File: config.mk
export PLATFORM = sky130hd
export DESIGN_NAME = csc_round
export DESIGN_NICKNAME = d
export VERILOG_FILES = /design/src/rtl/csc_pkg.sv /design/src/rtl/csc_round.sv
export SDC_FILE = /design/constraint.sdc
export NUM_CORES = 1
export LEC_CHECK = 0
export ABC_AREA = 1
export BUFFER_PORTS_ARGS = -buffer_cell sky130_fd_sc_hd__buf_2
export CAP_MARGIN = 40
export CORE_ASPECT_RATIO = 1.75
export CORE_MARGIN = 2
export CORE_UTILIZATION = 51
export CTS_CLUSTER_SIZE = 12
export DETAILED_ROUTE_END_ITERATION = 10
export GPL_TIMING_DRIVEN = 0
export PLACE_DENSITY_LB_ADDON = 0.3
export SYNTH_ARGS = -nofsm -noshare
export SYNTH_HDL_FRONTEND = slang
export SYNTH_SLANG_ARGS = --single-unit
File: constraint.sdc
create_clock -name clk -period 4.4 [get_ports clk]
set_input_delay 0.66 -clock clk [delete_from_list [all_inputs] [get_ports clk]]
set_output_delay 0.66 -clock clk [all_outputs]
set_load 0.02 [all_outputs]
File: src/rtl/csc_pkg.sv
package csc_pkg;

  // Number of micro-rotations built into the pipeline.
  localparam int MAX_ITERATIONS = 16;

  // Field widths.
  localparam int ANGLE_W = 15;
  localparam int OUT_W   = 16;
  localparam int CFG_W   = 5;

  // Internal datapath: signed, LSB of 2^-20, enough headroom for +-4.
  localparam int DATA_W      = 24;
  localparam int ANGLE_SHIFT = 7;
  localparam int OUT_SHIFT   = 6;
  localparam int OUT_LIMIT   = 16384;
  localparam int GAIN_FX     = 636751;

  localparam int ROM_IDX_W = 5;
  localparam int IDX_W     = (MAX_ITERATIONS > 1) ? $clog2(MAX_ITERATIONS) : 1;
  localparam int CNT_W     = $clog2(MAX_ITERATIONS + 1);

  localparam logic [CFG_W-1:0] ITER_RESET = CFG_W'(16);

  typedef struct packed {
    logic signed [DATA_W-1:0] x;
    logic signed [DATA_W-1:0] y;
    logic signed [DATA_W-1:0] z;
    logic [CNT_W-1:0]         n;
  } csc_data_t;

  // atan(2^-i) scaled by 2^20, rounded to nearest.
  function automatic logic signed [DATA_W-1:0] atan_rom(input logic [ROM_IDX_W-1:0] i);
    logic signed [DATA_W-1:0] v;
    case (i)
      5'd0:    v = DATA_W'(823550);
      5'd1:    v = DATA_W'(486170);
      5'd2:    v = DATA_W'(256879);
      5'd3:    v = DATA_W'(130396);
      5'd4:    v = DATA_W'(65451);
      5'd5:    v = DATA_W'(32757);
      5'd6:    v = DATA_W'(16383);
      5'd7:    v = DATA_W'(8192);
      5'd8:    v = DATA_W'(4096);
      5'd9:    v = DATA_W'(2048);
      5'd10:   v = DATA_W'(1024);
      5'd11:   v = DATA_W'(512);
      5'd12:   v = DATA_W'(256);
      5'd13:   v = DATA_W'(128);
      5'd14:   v = DATA_W'(64);
      5'd15:   v = DATA_W'(32);
      5'd16:   v = DATA_W'(16);
      5'd17:   v = DATA_W'(8);
      5'd18:   v = DATA_W'(4);
      5'd19:   v = DATA_W'(2);
      5'd20:   v = DATA_W'(1);
      default: v = '0;
    endcase
    return v;
  endfunction

endpackage

File: src/rtl/csc_round.sv
module csc_round
  import csc_pkg::*;
(
  input  logic                    clk,
  input  logic                    rst,
  input  logic                    up_valid,
  input  csc_data_t               up_data,
  output logic                    up_ready,
  output logic                    out_valid,
  input  logic                    out_stall,
  output logic signed [OUT_W-1:0] sine,
  output logic signed [OUT_W-1:0] cosine
);

  logic                    valid;
  logic signed [OUT_W-1:0] sine_q;
  logic signed [OUT_W-1:0] cosine_q;

  // Round half up to Q1.14, then clamp to plus or minus one.
  function automatic logic signed [OUT_W-1:0] to_q14(input logic signed [DATA_W-1:0] v);
    logic signed [DATA_W-1:0] r;
    logic signed [OUT_W-1:0]  q;
    r = (v + DATA_W'(1 << (OUT_SHIFT - 1))) >>> OUT_SHIFT;
    if (r > DATA_W'(OUT_LIMIT)) begin
      q = OUT_W'(OUT_LIMIT);
    end else if (r < -DATA_W'(OUT_LIMIT)) begin
      q = -OUT_W'(OUT_LIMIT);
    end else begin
      q = r[OUT_W-1:0];
    end
    return q;
  endfunction

  assign up_ready = !valid || !out_stall;

  always_ff @(posedge clk) begin
    if (rst) begin
      valid <= 1'b0;
    end else if (up_ready) begin
      valid <= up_valid;
    end
  end

  always_ff @(posedge clk) begin
    if (up_ready && up_valid) begin
      sine_q   <= to_q14(up_data.y);
      cosine_q <= to_q14(up_data.x);
    end
  end

  assign out_valid = valid;
  assign sine      = sine_q;
  assign cosine    = cosine_q;

  a_range: assert property (@(posedge clk) disable iff (rst)
    valid |-> sine_q <= OUT_W'(OUT_LIMIT) && sine_q >= -OUT_W'(OUT_LIMIT)
           && cosine_q <= OUT_W'(OUT_LIMIT) && cosine_q >= -OUT_W'(OUT_LIMIT))
    else $error("result outside plus or minus one");

endmodule

==> results_dict.tcl, run 1 <==
set metrics [dict create \
    hpwl_mm 4.85 \
    r2r_end "cosine[15]$_SDFFCE_PN0P_" \
    crit_path_start_kind "input pin" \
    holdBufCountCts 0 \
    synth_edf_count 32 \
    timing.rr.start "out_valid$_SDFFE_PP0N_" \
    grt_pass1_vias 2272 \
    drive_gt1_frac 0.337 \
    ctsLongestPathBuffers 2 \
    grt_pass1_wl_mm 9.47 \
    netlist_top_cells_area "edfxtp_1 38%, nand2_1 13%, inv_1 6.5%" \
    arrival_ns 2.46 \
    regArea_sq_um 981 \
    h-tree-depth 2 \
    drcViolationCount 0 \
    synthesis.area_sq_um 2530 \
    cp-end-kind "flip-flop" \
    drt_first_iter_violations 102 \
    fin_crit_sh 0.526 \
    status "finished, final reports clean" \
    cts_tree "built" \
    place_area_sq_um 3010 \
    first_pass_iters 4 \
    place.detailed.instances 453 \
    worstPathMaxFanout 10 \
    yosysMostFrequentCell "nand2_1" \
    cp.required_ns 4.54 \
    fin_crit_ns 2.32 \
    rsz0062_at_grt "no" \
    cts.sinks 33 \
    ys_seq_elements 33 \
    synthCells 323 \
    grt_start_max_net_pins 28 \
    synth_top_area_share 0.379 \
    drv_slew 0 \
    min_path_cells 2 \
    synth_top_area_cell "edfxtp_1" \
    fillers 446 \
    whs_endpoint "out_valid$_SDFFE_PP0N_" \
    worstSetupPathType "in -> reg" \
    dieWidth_um 57.3 \
    overflow 0 \
    path_clk_slew_ns 0.07 \
    finalInstanceArea_sq_um 3150 \
    die_area_sq_um 5570 \
    synth_nets 406 \
    fin_nets 489 \
    postCtsSetupBuffers 0 \
    skew_ns 0.00668 \
    finalSetupViolCount 0 \
    cap_violations 0 \
    power.leakage_nw 1.47 \
    ys_warn_count 0 \
    maxSlewHeadroom 0.797 \
    cts_resized 0 \
    cts_root_buf "clkbuf_8" \
    hold_class "in -> reg" \
    multi_input_area_sq_um 1350 \
    finalNonFillerCells 461 \
    ff2ff_path_depth 2 \
    yosys_most_used_dff "edfxtp_1" \
    cts-buffers-inserted 5 \
    via_count 2408 \
    synth_area_per_cell_sq_um 7.84 \
    cp_slowest_stage_delay_ns 0.29 \
    wl_per_cell_um 12.3 \
    ir_drop_uv 216 \
    antenna_left 0 \
    worst_slew_pin_slew_ns 0.304 \
    synth-async-reset-ratio 0 \
    core_sq_um 4890 \
    portBuffers 75 \
    antenna_found_initial 0 \
    ys_types 29 \
    hold_viol 0 \
    die-height_um 97.2 \
    pin_count 115 \
    ys_seq_area_frac 0.387 \
    track_usage 0.217 \
    clk_latency_ns 0.28 \
    gp_congestion 0.875 \
    start_util 0.518 \
    syn_to_final_growth_pct 24.3 \
    slowest_stage "xor2_1" \
    min_from "rst" \
    num_antenna_cells 0 \
    tns_ns 0 \
    synth.cells.most_frequent "86 x nand2_1, 44 x inv_1, 40 x nor2_1" \
    crit_chain "buf_2 > ha_1 > nand2_1 > nor2_2 > nand4_1 > xor2_1 > nand3_1 > nor2_1 > nand2_2 > buf_6 > a21boi_2" \
    fmaxAchievable_ghz 0.432 \
    fin_total_pwr_mw 0.880 \
    p_per_area_nw_per_um2 279 \
    r2r_slack_ns 3.23 \
    viasPerCell 5.22 \
    totalWireLength_mm 5.69 \
    rows 34 \
]
[per-layer routing]
layer	wire [um]	part of all wire	global-route usage	vias up
met4	194	0.034	0.0966	0
met1	1820	0.32	0.197	1094
li1	-	-	-	1226
met2	3460	0.61	0.445	73
met5	0	0	0	-
met3	212	0.037	0.0240	15
[area by class of cell]
class	instances	area share
multi-input combinational	241	0.428
sequential	33	0.312
timing repair buffer	76	0.128
inverter	45	0.0537
clock buffer	5	0.0219
tap	54	0.0215
clock inverter	3	0.0207
buffer	4	0.0143
[worst max-delay path: cells and delay by family]
kind	cells	cell delay, ns
fa+ha+maj	1	0.21
compound gates	1	0.11
xor+xnor	1	0.29
simple gates	6	0.91
buf+inv	2	0.26
[through the flow]
| step | util | hold WS [ns] | setup slack, ns |
|---|---|---|---|
| after global placement | 0.608 | 0.464 | 1.08 |
| after global routing | 0.643 | 0.539 | 1.84 |
| after detailed placement | 0.616 | 0.522 | 1.78 |
| final | 0.643 | 0.529 | 2.08 |
| after floorplan | - | 0.699 | 1.69 |
| after CTS | 0.643 | 0.521 | 2.07 |
[cell families after synthesis]
group / count (synthesis) / synth area share
buf+inv: 49 / 0.0845
compound gates: 35 / 0.114
fa+ha+maj: 2 / 0.00988
simple gates: 194 / 0.364
flops: 33 / 0.387
xor+xnor: 10 / 0.0405
[cell usage in the layout, fill, tap and decap left out, types with 6 or more instances in the layout]
cell type / instances
nand2_2: 7
a21oi_2: 14
nand4_1: 15
inv_1: 44
nand2_1: 86
nor2_4: 7
nor2_2: 6
a21boi_2: 6
nor2_1: 40
buf_2: 75
edfxtp_1: 32
nand3_1: 24
[how the worst max path moves through the flow]
stage / start / end / slack (ns) / cells past startpoint
3_5_place_dp: up_data[59] / cosine[0]$_SDFFCE_PP0P_ / 1.78 / 10
5_1_grt: up_data[59] / cosine[6]$_SDFFCE_PP0P_ / 1.84 / 11
6_report: up_data[59] / cosine[12]$_SDFFCE_PP0P_ / 2.08 / 11
3_3_place_gp: out_stall / cosine[14]$_SDFFCE_PP1P_ / 1.08 / 2
4_1_cts: up_data[59] / cosine[0]$_SDFFCE_PP0P_ / 2.07 / 10
2_1_floorplan: up_valid / cosine[0]$_SDFFCE_PP0P_ / 1.69 / 2
[power breakdown]
group / leakage [nW] / switching, mW / internal [mW]
combinational: 1.08 / 0.114 / 0.0604
clock: 0.0681 / 0.110 / 0.225
sequential: 0.322 / 0.00532 / 0.365
[registers in the layout (all words and copies together) (netlist names)]
name,count
cosine,16
sine,16
out_valid,1
Note: power is estimated with default switching activity, not from simulation.
==> inputs of run 2 (changes only) <==
--- a/config.mk
+++ b/config.mk
@@ -10,7 +10,7 @@
 export CAP_MARGIN = 40
 export CORE_ASPECT_RATIO = 1.75
 export CORE_MARGIN = 2
-export CORE_UTILIZATION = 51
+export CORE_UTILIZATION = 48
 export CTS_CLUSTER_SIZE = 12
 export DETAILED_ROUTE_END_ITERATION = 10
 export GPL_TIMING_DRIVEN = 0
==> constraint.sdc (replaced) <==
create_clock -name clk -period 2.15 [get_ports clk]
set_input_delay 0.3225 -clock clk [delete_from_list [all_inputs] [get_ports clk]]
set_output_delay 0.3225 -clock clk [all_outputs]
set_load 0.02 [all_outputs]
==> run 2 against run 1 <==
The run now ends with DRC left. Critical path type unchanged. Non-clock buffer count stayed put. First-iteration DRC count is 0.98% lower. Global-route usage is 0.13 points higher. Critical path depth stayed put. Final area hardly changed. Cell count is 0.22% higher. Sequential power is 100% higher. Largest power group unchanged. Clock skew is 0.0025 ns lower.
==> results_dict.tcl, run 2 (same netlist as run 1, synthesis figures left out) <==
set metrics [dict create \
    grt_pass1_vias 2337 \
    ir_drop_uv 347 \
    arrival_ns 2.13 \
    power.leakage_nw 1.47 \
    power_frac_clock 0.380 \
    first_pass_iters 9 \
    crit_path_start_kind "input pin" \
    overflow 0 \
    worstPathMaxFanout 10 \
    holdBufCountCts 0 \
    hpwl_mm 4.93 \
    layout_commonest_cell "nand2_1" \
    die-height_um 100 \
    final_cell_mix "86 x nand2_1, 75 x buf_2, 44 x inv_1, 40 x nor2_1, 32 x edfxtp_1" \
    p_per_area_nw_per_um2 571 \
    fin_crit_ns 1.99 \
    violations "DRC" \
    p_comb_frac 0.199 \
    maxSlewHeadroom 0.769 \
    ctsLongestPathBuffers 2 \
    seq_power_share 0.421 \
    cp.required_ns 2.29 \
    num_antenna_cells 0 \
    worst_slew_pin_slew_ns 0.346 \
    cts_root_buf "clkbuf_8" \
    sw_frac_of_total 0.260 \
    cts.sinks 33 \
    fmaxAchievable_ghz 0.502 \
    cts_tree "built" \
    min_path_cells 2 \
    rsz0062_at_grt "no" \
    hold_viol 0 \
    antenna_found_initial 0 \
    cap_violations 0 \
    internal_power_mw 1.33 \
    rows 35 \
    postCtsSetupBuffers 0 \
    clk_latency_ns 0.28 \
    fin_nets 489 \
    drv_slew 0 \
    fin_util 0.609 \
    preCtsSetupSlack_ns -0.144 \
    h-tree-depth 2 \
    path_clk_slew_ns 0.07 \
    skew_ns 0.00413 \
    hold_class "in -> reg" \
    totalWireLength_mm 5.83 \
    ff2ff_path_depth 2 \
    gp_congestion 0.880 \
    drive_gt1_frac 0.337 \
    p_sw_mw 0.468 \
    worstSetupPathType "in -> reg" \
    antenna_left 0 \
    grt_start_max_net_pins 26 \
    cts_resized 0 \
    fillers 481 \
    status "finished, violations left" \
    cp-end-kind "flip-flop" \
    wl_per_cell_um 12.6 \
    syn_to_final_growth_pct 24.4 \
    die_area_sq_um 5900 \
    pin_count 115 \
    dieWidth_um 58.9 \
    drcViolationCount 8 \
    fin_crit_sh 0.926 \
    core_sq_um 5170 \
    grt_pass1_wl_mm 9.81 \
    track_usage 0.219 \
    final.setup.worst_slack_ns 0.159 \
    portBuffers 75 \
    finalSetupViolCount 0 \
    drt_first_iter_violations 101 \
    viasPerCell 5.21 \
    via_count 2406 \
    cts-buffers-inserted 5 \
    start_util 0.490 \
]
-- run 2: cell counts in the layout (fill, tap and decap cells not counted) --
No cell type changed its count.
-- run 2: final timing paths --
check | slack (ns) | to | startpoint
max reg2reg | 0.96 | cosine[4]$_SDFFCE_PP0P_ | out_valid$_SDFFE_PP0N_
min | 0.19 | out_valid$_SDFFE_PP0N_ | rst
min reg2reg | 0.53 | out_valid$_SDFFE_PP0N_ | out_valid$_SDFFE_PP0N_
max | 0.16 | cosine[9]$_SDFFCE_PP0P_ | up_data[59]
-- run 2: layout make-up --
class,instances,area (sq um),share of cell area
Clock inverter,3,65.1,0.0207
Timing Repair Buffer,76,403,0.128
Tap cell,55,68.8,0.0219
Clock buffer,5,68.8,0.0219
Inverter,45,169,0.0536
Buffer,4,45.0,0.0143
Sequential cell,33,981,0.311
Multi-Input combinational cell,241,1350,0.428
-- run 2: metrics by stage --
| step | instances | TNS (ns) | total power [mW] | hold slack [ns] | area, sq um |
|---|---|---|---|---|---|
| 2_1_floorplan | 323 | 0 | 0.986 | 0.392 | 2540 |
| 3_3_place_gp | 453 | -0.816 | 1.12 | 0.477 | 2980 |
| 3_5_place_dp | 454 | -1.57 | 1.13 | 0.483 | 3020 |
| 4_1_cts | 462 | 0 | 1.80 | 0.187 | 3150 |
| 5_1_grt | 462 | 0 | 1.87 | 0.194 | 3150 |
| 6_report | 462 | 0 | 1.80 | 0.193 | 3150 |
-- run 2: routing by layer --
metal / vias to the layer above / share of wire / GRT usage
met5: - / 0 / 0
met4: 0 / 0.040 / 0.126
met3: 18 / 0.049 / 0.0348
met2: 81 / 0.60 / 0.438
met1: 1082 / 0.31 / 0.187
li1: 1225 / - / -
-- run 2: critical path: stages --
cell and delay, ns:
buf_2 0.11, ha_1 0.20, nand2_1 0.09, nor2_2 0.25, nand4_1 0.21, xor2_1 0.28, nand3_1 0.11, nor2_1 0.14
nand2_2 0.11, buf_6 0.16, a21oi_2 0.12
-- run 2: power by group through the flow --
stage / Combinational (mW) / Clock, mW / Sequential, mW
3_5_place_dp: 0.359 / 0 / 0.771
3_3_place_gp: 0.344 / 0 / 0.772
4_1_cts: 0.359 / 0.686 / 0.758
2_1_floorplan: 0.164 / 0 / 0.823
6_report: 0.358 / 0.684 / 0.757
5_1_grt: 0.396 / 0.715 / 0.761
