==> config.mk <==
export PLATFORM = sky130hd
export DESIGN_NAME = csc_stage
export DESIGN_NICKNAME = d
export VERILOG_FILES = /design/src/rtl/csc_pkg.sv /design/src/rtl/csc_stage.sv
export SDC_FILE = /design/constraint.sdc
export NUM_CORES = 1
export LEC_CHECK = 0
export ABC_AREA = 1
export BUFFER_PORTS_ARGS = -buffer_cell sky130_fd_sc_hd__buf_4
export CORE_UTILIZATION = 44
export CTS_CLUSTER_DIAMETER = 150
export CTS_CLUSTER_SIZE = 8
export DETAILED_ROUTE_END_ITERATION = 12
export GPL_TIMING_DRIVEN = 0
export PLACE_DENSITY = 0.72
export SLEW_MARGIN = 15
export SYNTH_ARGS = -nofsm -noshare
export SYNTH_HDL_FRONTEND = slang
export SYNTH_SLANG_ARGS = --single-unit
==> constraint.sdc <==
create_clock -name clk -period 11.7 [get_ports clk]
set_input_delay 0 -clock clk [delete_from_list [all_inputs] [get_ports clk]]
set_output_delay 0 -clock clk [all_outputs]
set_load 0.05 [all_outputs]
==> src/rtl/csc_pkg.sv <==
package csc_pkg;

  // Number of micro-rotations built into the pipeline.
  localparam int MAX_ITERATIONS = 16;

  // Field widths.
  localparam int ANGLE_W = 15;
  localparam int OUT_W   = 16;
  localparam int CFG_W   = 5;

  // Internal datapath: signed, LSB of 2^-20, enough headroom for +-4.
  localparam int DATA_W      = 24;
  localparam int ANGLE_SHIFT = 7;
  localparam int OUT_SHIFT   = 6;
  localparam int OUT_LIMIT   = 16384;
  localparam int GAIN_FX     = 636751;

  localparam int ROM_IDX_W = 5;
  localparam int IDX_W     = (MAX_ITERATIONS > 1) ? $clog2(MAX_ITERATIONS) : 1;
  localparam int CNT_W     = $clog2(MAX_ITERATIONS + 1);

  localparam logic [CFG_W-1:0] ITER_RESET = CFG_W'(16);

  typedef struct packed {
    logic signed [DATA_W-1:0] x;
    logic signed [DATA_W-1:0] y;
    logic signed [DATA_W-1:0] z;
    logic [CNT_W-1:0]         n;
  } csc_data_t;

  // atan(2^-i) scaled by 2^20, rounded to nearest.
  function automatic logic signed [DATA_W-1:0] atan_rom(input logic [ROM_IDX_W-1:0] i);
    logic signed [DATA_W-1:0] v;
    case (i)
      5'd0:    v = DATA_W'(823550);
      5'd1:    v = DATA_W'(486170);
      5'd2:    v = DATA_W'(256879);
      5'd3:    v = DATA_W'(130396);
      5'd4:    v = DATA_W'(65451);
      5'd5:    v = DATA_W'(32757);
      5'd6:    v = DATA_W'(16383);
      5'd7:    v = DATA_W'(8192);
      5'd8:    v = DATA_W'(4096);
      5'd9:    v = DATA_W'(2048);
      5'd10:   v = DATA_W'(1024);
      5'd11:   v = DATA_W'(512);
      5'd12:   v = DATA_W'(256);
      5'd13:   v = DATA_W'(128);
      5'd14:   v = DATA_W'(64);
      5'd15:   v = DATA_W'(32);
      5'd16:   v = DATA_W'(16);
      5'd17:   v = DATA_W'(8);
      5'd18:   v = DATA_W'(4);
      5'd19:   v = DATA_W'(2);
      5'd20:   v = DATA_W'(1);
      default: v = '0;
    endcase
    return v;
  endfunction

endpackage

==> src/rtl/csc_stage.sv <==
module csc_stage
  import csc_pkg::*;
(
  input  logic             clk,
  input  logic             rst,
  input  logic [IDX_W-1:0] index,
  input  logic             up_valid,
  input  csc_data_t        up_data,
  output logic             up_ready,
  output logic             down_valid,
  output csc_data_t        down_data,
  input  logic             down_ready
);

  logic      valid;
  csc_data_t data;
  csc_data_t data_next;
  logic      active;
  logic signed [DATA_W-1:0] xs;
  logic signed [DATA_W-1:0] ys;
  logic signed [DATA_W-1:0] rom;

  assign up_ready = !valid || down_ready;
  assign active   = {{(CNT_W - IDX_W){1'b0}}, index} < up_data.n;
  assign xs       = up_data.x >>> index;
  assign ys       = up_data.y >>> index;
  assign rom      = atan_rom(ROM_IDX_W'(index));

  // One micro-rotation; stages past the requested count pass the item through.
  always_comb begin
    data_next = up_data;
    if (active) begin
      if (!up_data.z[DATA_W-1]) begin
        data_next.x = up_data.x - ys;
        data_next.y = up_data.y + xs;
        data_next.z = up_data.z - rom;
      end else begin
        data_next.x = up_data.x + ys;
        data_next.y = up_data.y - xs;
        data_next.z = up_data.z + rom;
      end
    end
  end

  always_ff @(posedge clk) begin
    if (rst) begin
      valid <= 1'b0;
    end else if (up_ready) begin
      valid <= up_valid;
    end
  end

  always_ff @(posedge clk) begin
    if (up_ready && up_valid) begin
      data <= data_next;
    end
  end

  assign down_valid = valid;
  assign down_data  = data;

  a_stall_holds: assert property (@(posedge clk) disable iff (rst)
    valid && !down_ready |=> valid && $stable(data))
    else $error("stage lost or changed a stalled item");

  a_take_lands: assert property (@(posedge clk) disable iff (rst)
    up_valid && up_ready |=> valid)
    else $error("stage dropped an accepted item");

endmodule

==> run_summary.xml, run 1 <==
<?xml version="1.0" encoding="UTF-8"?>
<metrics>
  <group name="sta">
    <metric name="finalSetupViolCount" unit="">0</metric>
    <metric name="layout_setup_ws" unit="ns">6.99</metric>
    <metric name="max_slew.worst_pin.slew" unit="ns">1.22</metric>
    <metric name="worst_slew_margin_rel" unit="%">19.0</metric>
    <metric name="fin_skew" unit="ns">0.00810</metric>
    <metric name="final.period_utilization" unit="%">40.2</metric>
    <metric name="hold_viol_final" unit="">0</metric>
    <metric name="report.final.slew_viol_count" unit="">0</metric>
    <metric name="grt_setup_unrepaired" unit="">false</metric>
    <metric name="min_period" unit="ns">4.71</metric>
    <metric name="maximum_operating_frequency" unit="MHz">212</metric>
    <metric name="total_negative_slack_for_setup_checks" unit="ns">0</metric>
  </group>
  <group name="global_route">
    <metric name="grt_use_total" unit="%">34.0</metric>
    <metric name="grt_first_pass_wirelength" unit="um">66000</metric>
    <metric name="grt_remaining_overflow" unit="">0</metric>
    <metric name="antenna_found_initial" unit="">1</metric>
    <metric name="grt_pass1_vias" unit="">11900</metric>
    <metric name="maximum_number_of_pins_on_one_net_before_global_route_repair" unit="">26</metric>
  </group>
  <group name="yosys">
    <metric name="synthesis.instances" unit="">1688</metric>
    <metric name="netlist_top_cells_area" unit="">sky130_fd_sc_hd__edfxtp_1 (21%), sky130_fd_sc_hd__nand2_1 (18%), sky130_fd_sc_hd__ha_1 (11%), sky130_fd_sc_hd__nand3_1 (11%), sky130_fd_sc_hd__inv_1 (4.7%)</metric>
    <metric name="top_area_cell_type_share_of_the_netlist_area" unit="%">21.4</metric>
    <metric name="synth.lib_cells_used.distinct" unit="">46</metric>
    <metric name="postSynthAreaPerCell" unit="sq um">6.40</metric>
    <metric name="fraction_of_the_yosys_area_taken_by_sequential_cells" unit="%">21.6</metric>
    <metric name="synthDominantAreaCellType" unit="">sky130_fd_sc_hd__edfxtp_1</metric>
    <metric name="postSynthRegisterBits" unit="">78</metric>
    <metric name="synthesis.area" unit="sq um">10800</metric>
    <metric name="synth-async-reset-ratio" unit="%">0</metric>
    <metric name="ys_dominant_reg_cell" unit="">sky130_fd_sc_hd__edfxtp_1</metric>
    <metric name="ys_warn_count" unit="">0</metric>
    <metric name="synth-edff-count" unit="">77</metric>
    <metric name="syn-num-nets" unit="">1869</metric>
  </group>
  <group name="clocking">
    <metric name="cts_htree_levels" unit="">3</metric>
    <metric name="cts_tree" unit="">done</metric>
    <metric name="cts-root-to-sink-buffers" unit="">2</metric>
    <metric name="cts_repair_resize_count" unit="">0</metric>
    <metric name="cts_sinks" unit="">78</metric>
    <metric name="worst_setup_hold_path_clk_slew" unit="ns">0.08</metric>
    <metric name="clk-insertion-delay-late" unit="ns">0.35</metric>
    <metric name="cts-buffers-inserted" unit="">9</metric>
    <metric name="cts_root_buf" unit="">sky130_fd_sc_hd__clkbuf_16</metric>
    <metric name="post_cts_buffers" unit="">0</metric>
  </group>
  <group name="setup_path">
    <metric name="cp_max_fo" unit="">10</metric>
    <metric name="crit_path_end_kind" unit="">flop</metric>
    <metric name="critical_path_class" unit="">in2reg</metric>
    <metric name="worstPathArrival" unit="ns">4.83</metric>
    <metric name="worstReg2RegEnd" unit="">down_data[39]</metric>
    <metric name="r2r-start" unit="">down_valid</metric>
    <metric name="critical_path.startpoint" unit="">index[3]</metric>
    <metric name="worstRegToRegCells" unit="">3</metric>
    <metric name="critPathRequiredTime" unit="ns">11.82</metric>
    <metric name="critical_path.startpoint_type" unit="">input pin</metric>
    <metric name="r2r_setup_slack" unit="ns">10.04</metric>
  </group>
  <group name="die">
    <metric name="die_height" unit="um">159</metric>
    <metric name="coreArea" unit="sq um">23800</metric>
    <metric name="initial_utilization" unit="%">45.5</metric>
    <metric name="design.die.area" unit="sq um">25200</metric>
    <metric name="io_pins" unit="">164</metric>
    <metric name="die_x" unit="um">159</metric>
    <metric name="fp-row-count" unit="">56</metric>
  </group>
  <group name="place">
    <metric name="detailed_place.area" unit="sq um">12500</metric>
    <metric name="preCtsSetupSlack" unit="ns">6.87</metric>
    <metric name="detailedPlacementHpwl" unit="um">34500</metric>
    <metric name="io_buffer_count" unit="">161</metric>
    <metric name="gpl.final_weighted_congestion" unit="">0.987</metric>
  </group>
  <group name="final_layout">
    <metric name="postLayoutCellArea" unit="sq um">13400</metric>
    <metric name="layout.filler_cells" unit="">2440</metric>
    <metric name="drive_above_1_share" unit="%">13.7</metric>
    <metric name="post-route-util" unit="%">56.4</metric>
    <metric name="syn_to_final_growth" unit="%">24.0</metric>
    <metric name="antenna_cells" unit="">0</metric>
    <metric name="layout.nets" unit="">2101</metric>
  </group>
  <group name="hold_path">
    <metric name="hold_path_class" unit="">in2reg</metric>
    <metric name="holdPathStages" unit="">3</metric>
    <metric name="worstHoldEndpoint" unit="">down_data[42]</metric>
    <metric name="timing.hold.worst.start" unit="">up_data[42]</metric>
  </group>
  <group name="drt">
    <metric name="route.detailed.drc" unit="">0</metric>
    <metric name="ant_nets" unit="">0</metric>
    <metric name="route.detailed.wl_per_inst" unit="um">19.4</metric>
    <metric name="viasPerCell" unit="">5.61</metric>
    <metric name="drt_pre_antenna_iters" unit="">7</metric>
    <metric name="detailedRoute.firstIterationViolations" unit="">1175</metric>
    <metric name="drt-total-wl" unit="um">43600</metric>
    <metric name="num_vias" unit="">12600</metric>
  </group>
  <group name="job">
    <metric name="max-cap-violations" unit="">0</metric>
  </group>
  <group name="outcome">
    <metric name="status" unit="">finished, final reports clean</metric>
  </group>
  <group name="pwr">
    <metric name="powerDensity" unit="nW/um^2">131</metric>
    <metric name="leakagePower" unit="uW">0.00657</metric>
    <metric name="vdd.ir_drop.worst" unit="uV">83.2</metric>
  </group>
</metrics>
==> per-layer routing <==
layer	GRT usage (%)	vias to the layer above	share of wire (%)
li1	-	6167	-
met1	44.7	5786	43
met2	55.8	536	45
met3	4.39	92	7.7
met4	14.4	0	4.1
met5	0	-	0
==> repair_timing <==
action | 4_1_cts | 5_1_grt
endpoints found under the hold margin | 56 | 0
endpoints found under the setup margin | 0 | 0
hold buffers | 57 | 0
==> flip-flops by register name, indices dropped and copies added, names as in the netlist <==
signal and count:
down_data 77, down_valid 1
==> worst max path at each step <==
stage,slack [ns],cells past startpoint,end
after CTS,7.23,25,down_data[72]
after global placement,5.28,1,down_data[48]
final,6.99,25,down_data[72]
after global routing,6.78,25,down_data[72]
after floorplan,6.85,1,down_data[0]
after detailed placement,6.87,25,down_data[72]
==> final cells by class <==
| cell class | count | area, sq um | area share (%) |
|---|---|---|---|
| clock buffer | 10 | 229 | 1.71 |
| clock inverter | 6 | 92.6 | 0.691 |
| inverter | 145 | 544 | 4.06 |
| sequential | 78 | 2330 | 17.4 |
| multi-input combinational | 1406 | 7610 | 56.8 |
| timing repair buffer | 221 | 1860 | 13.9 |
| buffer | 59 | 324 | 2.42 |
| tap | 319 | 399 | 2.98 |
==> critical path, stage by stage <==
cell	delay (ns)
sky130_fd_sc_hd__buf_4	0.09
sky130_fd_sc_hd__buf_2	0.22
sky130_fd_sc_hd__buf_2	0.34
sky130_fd_sc_hd__buf_1	0.61
sky130_fd_sc_hd__nand3_1	0.20
sky130_fd_sc_hd__nand2_1	0.21
sky130_fd_sc_hd__ha_1	0.20
sky130_fd_sc_hd__nand2_1	0.07
sky130_fd_sc_hd__nor2_1	0.15
sky130_fd_sc_hd__nand2_1	0.11
sky130_fd_sc_hd__nor2_2	0.17
sky130_fd_sc_hd__a21oi_1	0.10
sky130_fd_sc_hd__xnor2_1	0.18
sky130_fd_sc_hd__inv_1	0.06
sky130_fd_sc_hd__ha_1	0.34
sky130_fd_sc_hd__nand2_1	0.12
sky130_fd_sc_hd__nor2_1	0.16
sky130_fd_sc_hd__inv_1	0.05
sky130_fd_sc_hd__nor3_1	0.39
sky130_fd_sc_hd__a21oi_1	0.23
sky130_fd_sc_hd__o21bai_1	0.24
sky130_fd_sc_hd__a31oi_1	0.14
sky130_fd_sc_hd__or2_2	0.29
sky130_fd_sc_hd__nand3_1	0.06
sky130_fd_sc_hd__nand2_1	0.07
==> metrics by stage <==
stage	hold slack, ns	cells	power [uW]
2_1_floorplan	0.0691	1688	1110
3_3_place_gp	0.158	2168	1390
3_5_place_dp	0.160	2171	1400
4_1_cts	0.00120	2244	1740
5_1_grt	0.0154	2244	1860
6_report	0.00591	2244	1750
==> where the power goes <==
part | leakage (uW) | switching, uW | total [uW] | internal [uW]
Sequential | 0.000757 | 14.1 | 397 | 383
Combinational | 0.00566 | 690 | 1030 | 340
Clock | 0.000150 | 137 | 326 | 189
==> cell families (layout without fill, tap and decap cells) <==
kind of cell	count (synthesis)	after routing	synth area share, %
AOI/OAI and AO/OA	269	269	14.2
xor gates and xnor gates	93	93	7.54
adders and majority gates	96	96	11.3
buffers and inverters	204	441	8.04
DFF	78	78	21.6
and+or+nand+nor	948	948	37.4
==> cells in the final DEF, fill, tap and decap left out, drive strengths merged, types with 27 or more instances in the layout <==
cell type,count
a31oi,27
xnor2,38
dlygate4sd3,57
o21ai,98
clkbuf,30
nor2,123
a21oi,100
edfxtp,77
nand3,229
ha,93
xor2,55
inv,147
nand2,532
buf,203
==> synthesized netlist by cell type, types with 4 or more instances <==
library cell,count
sky130_fd_sc_hd__nor3_1,16
sky130_fd_sc_hd__ha_1,93
sky130_fd_sc_hd__buf_1,6
sky130_fd_sc_hd__o21a_1,5
sky130_fd_sc_hd__o21ai_2,4
sky130_fd_sc_hd__clkbuf_1,20
sky130_fd_sc_hd__nor2_2,10
sky130_fd_sc_hd__a211oi_1,4
sky130_fd_sc_hd__a31oi_1,27
sky130_fd_sc_hd__nor4_1,5
sky130_fd_sc_hd__o21bai_1,5
sky130_fd_sc_hd__a21oi_1,98
sky130_fd_sc_hd__inv_1,134
sky130_fd_sc_hd__xor2_1,55
sky130_fd_sc_hd__o21ai_1,7
sky130_fd_sc_hd__nor2_1,112
sky130_fd_sc_hd__nor3_2,4
sky130_fd_sc_hd__nand4_1,20
sky130_fd_sc_hd__a21o_1,11
sky130_fd_sc_hd__o31ai_1,4
sky130_fd_sc_hd__inv_2,11
sky130_fd_sc_hd__buf_6,9
sky130_fd_sc_hd__edfxtp_1,77
sky130_fd_sc_hd__o21ai_0,87
sky130_fd_sc_hd__nand2_1,532
sky130_fd_sc_hd__xnor2_1,38
sky130_fd_sc_hd__buf_2,22
sky130_fd_sc_hd__or2_2,16
sky130_fd_sc_hd__nand3_1,229
(Power assumes the default switching activity.)
==> run 2, diff against run 1 <==
--- a/config.mk
+++ b/config.mk
@@ -5,7 +5,7 @@
 export SDC_FILE = /design/constraint.sdc
 export NUM_CORES = 1
 export LEC_CHECK = 0
-export ABC_AREA = 1
+export ABC_AREA = 0
 export BUFFER_PORTS_ARGS = -buffer_cell sky130_fd_sc_hd__buf_4
 export CORE_UTILIZATION = 44
 export CTS_CLUSTER_DIAMETER = 150
==> constraint.sdc (replaced) <==
create_clock -name clk -period 4.5 [get_ports clk]
set_input_delay 0 -clock clk [delete_from_list [all_inputs] [get_ports clk]]
set_output_delay 0 -clock clk [all_outputs]
set_load 0.05 [all_outputs]
==> run 2 against run 1 <==
Compared with the run above:
- the run now ends with negative hold slack, negative setup slack left
- clock skew hardly changed
- combinational power grew to 2.8 times the previous value
- synthesized area is 1.0% lower
- utilization is 3.3 points higher
- worst setup slack worse by 7.0 ns
- critical path depth is 7 lower
- worst hold slack worse by 0.0098 ns
- global-route usage is 0.64 points lower
- clock-buffer cell count is 1 higher
- total power grew to 2.7 times the previous value
- routed wire length is 3.6% lower
- critical path type unchanged
- critical endpoint is now down_data[50]
- largest cell class unchanged
==> run_summary.xml, run 2 <==
<?xml version="1.0" encoding="UTF-8"?>
<metrics>
  <group name="outcome">
    <metric name="status" unit="">finished with violations</metric>
    <metric name="violations_in_the_final_reports" unit="">negative hold slack, negative setup slack</metric>
  </group>
  <group name="sta">
    <metric name="min_period" unit="ns">4.53</metric>
    <metric name="max_slew.worst_pin.slew" unit="ns">1.12</metric>
    <metric name="hold-worst-slack" unit="ns">-0.00390</metric>
    <metric name="maximum_operating_frequency" unit="MHz">221</metric>
    <metric name="grt_setup_unrepaired" unit="">true</metric>
    <metric name="final.period_utilization" unit="%">101</metric>
    <metric name="total_negative_slack_for_setup_checks" unit="ns">-0.0551</metric>
    <metric name="fin_skew" unit="ns">0.00860</metric>
    <metric name="hold_viol_final" unit="">1</metric>
    <metric name="worst_slew_margin_rel" unit="%">25.4</metric>
    <metric name="finalSetupViolCount" unit="">2</metric>
    <metric name="layout_setup_ws" unit="ns">-0.0318</metric>
    <metric name="report.final.slew_viol_count" unit="">0</metric>
  </group>
  <group name="yosys">
    <metric name="synth-edff-count" unit="">77</metric>
    <metric name="ys_dominant_reg_cell" unit="">sky130_fd_sc_hd__edfxtp_1</metric>
    <metric name="yosys-mux-area-fraction" unit="%">14.2</metric>
    <metric name="synth-async-reset-ratio" unit="%">0</metric>
    <metric name="post_synth_and_or_nand_nor_area_fraction" unit="%">17.2</metric>
    <metric name="synthesis.area" unit="sq um">10700</metric>
    <metric name="synthesis.instances" unit="">1256</metric>
    <metric name="synthMostInstantiatedCell" unit="">sky130_fd_sc_hd__nand2_1</metric>
    <metric name="netlist_top_cells_area" unit="">sky130_fd_sc_hd__edfxtp_1 (22%), sky130_fd_sc_hd__ha_1 (11%), sky130_fd_sc_hd__mux4_2 (7.6%), sky130_fd_sc_hd__a21oi_1 (6.1%), sky130_fd_sc_hd__xnor2_1 (5.0%)</metric>
    <metric name="synthDominantAreaCellType" unit="">sky130_fd_sc_hd__edfxtp_1</metric>
    <metric name="synth_compound_area_share" unit="%">21.8</metric>
    <metric name="ys_warn_count" unit="">0</metric>
    <metric name="fraction_of_synthesized_cell_area_in_xor_and_xnor_cells" unit="%">9.25</metric>
    <metric name="fraction_of_the_yosys_area_taken_by_sequential_cells" unit="%">21.8</metric>
    <metric name="synthAdderAreaFrac" unit="%">11.4</metric>
    <metric name="netlist_top_cells_count" unit="">sky130_fd_sc_hd__nand2_1 (136), sky130_fd_sc_hd__a21oi_1 (130), sky130_fd_sc_hd__nor2_1 (121)</metric>
    <metric name="synth_top_family_by_area" unit="">compound AO/OA/AOI/OAI gates</metric>
    <metric name="syn-num-nets" unit="">1437</metric>
    <metric name="postSynthRegisterBits" unit="">78</metric>
    <metric name="postSynthAreaPerCell" unit="sq um">8.51</metric>
    <metric name="top_area_cell_type_share_of_the_netlist_area" unit="%">21.6</metric>
    <metric name="synth.lib_cells_used.distinct" unit="">80</metric>
  </group>
  <group name="final_layout">
    <metric name="syn_to_final_growth" unit="%">32.3</metric>
    <metric name="largest_register_ff_count" unit="">77</metric>
    <metric name="antenna_cells" unit="">0</metric>
    <metric name="layout.area.seq" unit="sq um">2330</metric>
    <metric name="final_cell_mix" unit="">sky130_fd_sc_hd__buf_4 (219), sky130_fd_sc_hd__nand2_1 (133), sky130_fd_sc_hd__a21oi_1 (118)</metric>
    <metric name="layout.nets" unit="">1697</metric>
    <metric name="drive_above_1_share" unit="%">27.5</metric>
    <metric name="layout.filler_cells" unit="">2076</metric>
    <metric name="layout.cells.most_common" unit="">sky130_fd_sc_hd__buf_4</metric>
    <metric name="multi_input_area" unit="sq um">8490</metric>
  </group>
  <group name="clocking">
    <metric name="cts_root_buf" unit="">sky130_fd_sc_hd__clkbuf_16</metric>
    <metric name="worst_setup_hold_path_clk_slew" unit="ns">0.07</metric>
    <metric name="clk-insertion-delay-late" unit="ns">0.36</metric>
    <metric name="cts_sinks" unit="">78</metric>
    <metric name="cts-buffers-inserted" unit="">9</metric>
    <metric name="cts_tree" unit="">done</metric>
    <metric name="cts-root-to-sink-buffers" unit="">2</metric>
    <metric name="cts_htree_levels" unit="">3</metric>
  </group>
  <group name="setup_path">
    <metric name="worstPathArrival" unit="ns">4.61</metric>
    <metric name="critPathRequiredTime" unit="ns">4.57</metric>
    <metric name="cp_max_fo" unit="">6</metric>
    <metric name="crit_path_end_kind" unit="">flop</metric>
    <metric name="critical_path.startpoint_type" unit="">input pin</metric>
    <metric name="critical_path_class" unit="">in2reg</metric>
  </group>
  <group name="global_route">
    <metric name="grt_first_pass_wirelength" unit="um">61900</metric>
    <metric name="maximum_number_of_pins_on_one_net_before_global_route_repair" unit="">42</metric>
    <metric name="grt_use_total" unit="%">33.4</metric>
    <metric name="grt_pass1_vias" unit="">10700</metric>
    <metric name="grt_remaining_overflow" unit="">0</metric>
    <metric name="antenna_found_initial" unit="">0</metric>
  </group>
  <group name="die">
    <metric name="coreArea" unit="sq um">23700</metric>
    <metric name="initial_utilization" unit="%">45.1</metric>
    <metric name="fp-row-count" unit="">56</metric>
    <metric name="die_x" unit="um">158</metric>
    <metric name="die_height" unit="um">158</metric>
    <metric name="io_pins" unit="">164</metric>
    <metric name="design.die.area" unit="sq um">24900</metric>
  </group>
  <group name="drt">
    <metric name="route.detailed.drc" unit="">0</metric>
    <metric name="detailedRoute.firstIterationViolations" unit="">955</metric>
    <metric name="ant_nets" unit="">0</metric>
    <metric name="drt_pre_antenna_iters" unit="">7</metric>
    <metric name="route.detailed.wl_per_inst" unit="um">22.8</metric>
    <metric name="viasPerCell" unit="">6.13</metric>
    <metric name="num_vias" unit="">11300</metric>
    <metric name="drt-total-wl" unit="um">42000</metric>
  </group>
  <group name="job">
    <metric name="max-cap-violations" unit="">0</metric>
  </group>
  <group name="place">
    <metric name="preCtsSetupSlack" unit="ns">-2.03</metric>
    <metric name="io_buffer_count" unit="">163</metric>
    <metric name="detailedPlacementHpwl" unit="um">31300</metric>
    <metric name="gpl.final_weighted_congestion" unit="">1.00</metric>
  </group>
  <group name="pwr">
    <metric name="leakagePower" unit="uW">0.00589</metric>
    <metric name="powerDensity" unit="nW/um^2">334</metric>
    <metric name="vdd.ir_drop.worst" unit="uV">200</metric>
  </group>
  <group name="hold_path">
    <metric name="hold_path_class" unit="">in2reg</metric>
  </group>
</metrics>
[run 2: cell count changes in the layout (fill, tap and decap cells not counted), moves of 14 or more]
cell | before | now
sky130_fd_sc_hd__a21o_1 | 11 | 25
sky130_fd_sc_hd__a21oi_1 | 97 | 118
sky130_fd_sc_hd__buf_2 | 22 | 3
sky130_fd_sc_hd__buf_4 | 163 | 219
sky130_fd_sc_hd__dlygate4sd3_1 | 57 | 31
sky130_fd_sc_hd__inv_1 | 134 | 40
sky130_fd_sc_hd__mux2i_1 | 0 | 32
sky130_fd_sc_hd__mux4_2 | 0 | 40
sky130_fd_sc_hd__nand2_1 | 532 | 133
sky130_fd_sc_hd__nand3_1 | 229 | 26
sky130_fd_sc_hd__nand4_1 | 20 | 6
sky130_fd_sc_hd__o21ai_0 | 87 | 65
sky130_fd_sc_hd__xnor2_1 | 38 | 60
[run 2: final timing paths]
path	slack, ns	from	to	cells past startpoint
worst max-delay path	-0.03	index[0]	down_data[50]	18
worst min-delay path	-0.004	up_data[61]	down_data[61]	3
worst max register to register	2.93	down_valid	down_data[56]	3
worst min register to register	0.97	down_valid	down_data[14]	2
[run 2: layer usage]
layer | GRT usage [%] | wire, um | vias up
li1 | - | - | 5214
met1 | 42.2 | 17600 | 5497
met2 | 56.3 | 19900 | 495
met3 | 7.04 | 3300 | 75
met4 | 11.0 | 1200 | 0
met5 | 0 | 0 | -
[run 2: where the power goes]
part           switching, uW  internal, uW
sequential              35.4          1000
clock                    352           428
combinational           1780          1130
total                   2160          2560
[run 2: critical path: stages]
cell,delay (ns)
sky130_fd_sc_hd__buf_12,0.08
sky130_fd_sc_hd__buf_12,0.12
sky130_fd_sc_hd__mux4_1,0.71
sky130_fd_sc_hd__mux4_2,0.59
sky130_fd_sc_hd__a311oi_2,0.35
sky130_fd_sc_hd__and4b_2,0.36
sky130_fd_sc_hd__a31oi_1,0.11
sky130_fd_sc_hd__xor2_1,0.20
sky130_fd_sc_hd__ha_1,0.34
sky130_fd_sc_hd__a21o_1,0.19
sky130_fd_sc_hd__a21o_1,0.16
sky130_fd_sc_hd__a21o_1,0.17
sky130_fd_sc_hd__or3_4,0.41
sky130_fd_sc_hd__a211oi_4,0.28
sky130_fd_sc_hd__nor2_1,0.08
sky130_fd_sc_hd__a21oi_1,0.20
sky130_fd_sc_hd__xor2_1,0.16
sky130_fd_sc_hd__a21oi_1,0.07
[run 2: what timing repair did]
| action | in CTS | in global routing |
|---|---|---|
| endpoints found under the hold margin | 30 | 0 |
| pin swaps | 31 | 37 |
| gates resized for setup | 109 | 73 |
| buffers inserted | 26 | 29 |
| setup endpoints to repair | 43 | 23 |
| hold buffers | 31 | 0 |
| cloned | 0 | 0 |
[run 2: per-stage QoR]
step / total power [uW] / util [%] / instance area [sq um] / cells
2_1_floorplan: 2930 / - / 10800 / 1256
3_3_place_gp: 3610 / 52.4 / 12400 / 1738
3_5_place_dp: 3630 / 52.5 / 12400 / 1739
4_1_cts: 4570 / 57.7 / 13700 / 1811
5_1_grt: 4970 / 59.7 / 14100 / 1840
6_report: 4730 / 59.7 / 14100 / 1840
[run 2: final cells by class]
class	instances	share of cell area, %
buffer	64	3.38
clock buffer	11	1.65
clock inverter	5	0.354
inverter	42	1.14
multi-input combinational	1071	60.0
sequential	78	16.5
tap	319	2.82
timing repair buffer	250	14.2
[run 2: cells by family (layout without fill, tap and decap cells)]
group	Yosys count	in the layout
mux	93	93
xor+xnor	112	112
fa+ha+maj	96	96
flops	78	78
simple gates	399	399
compound gates	371	371
buf+inv	107	372
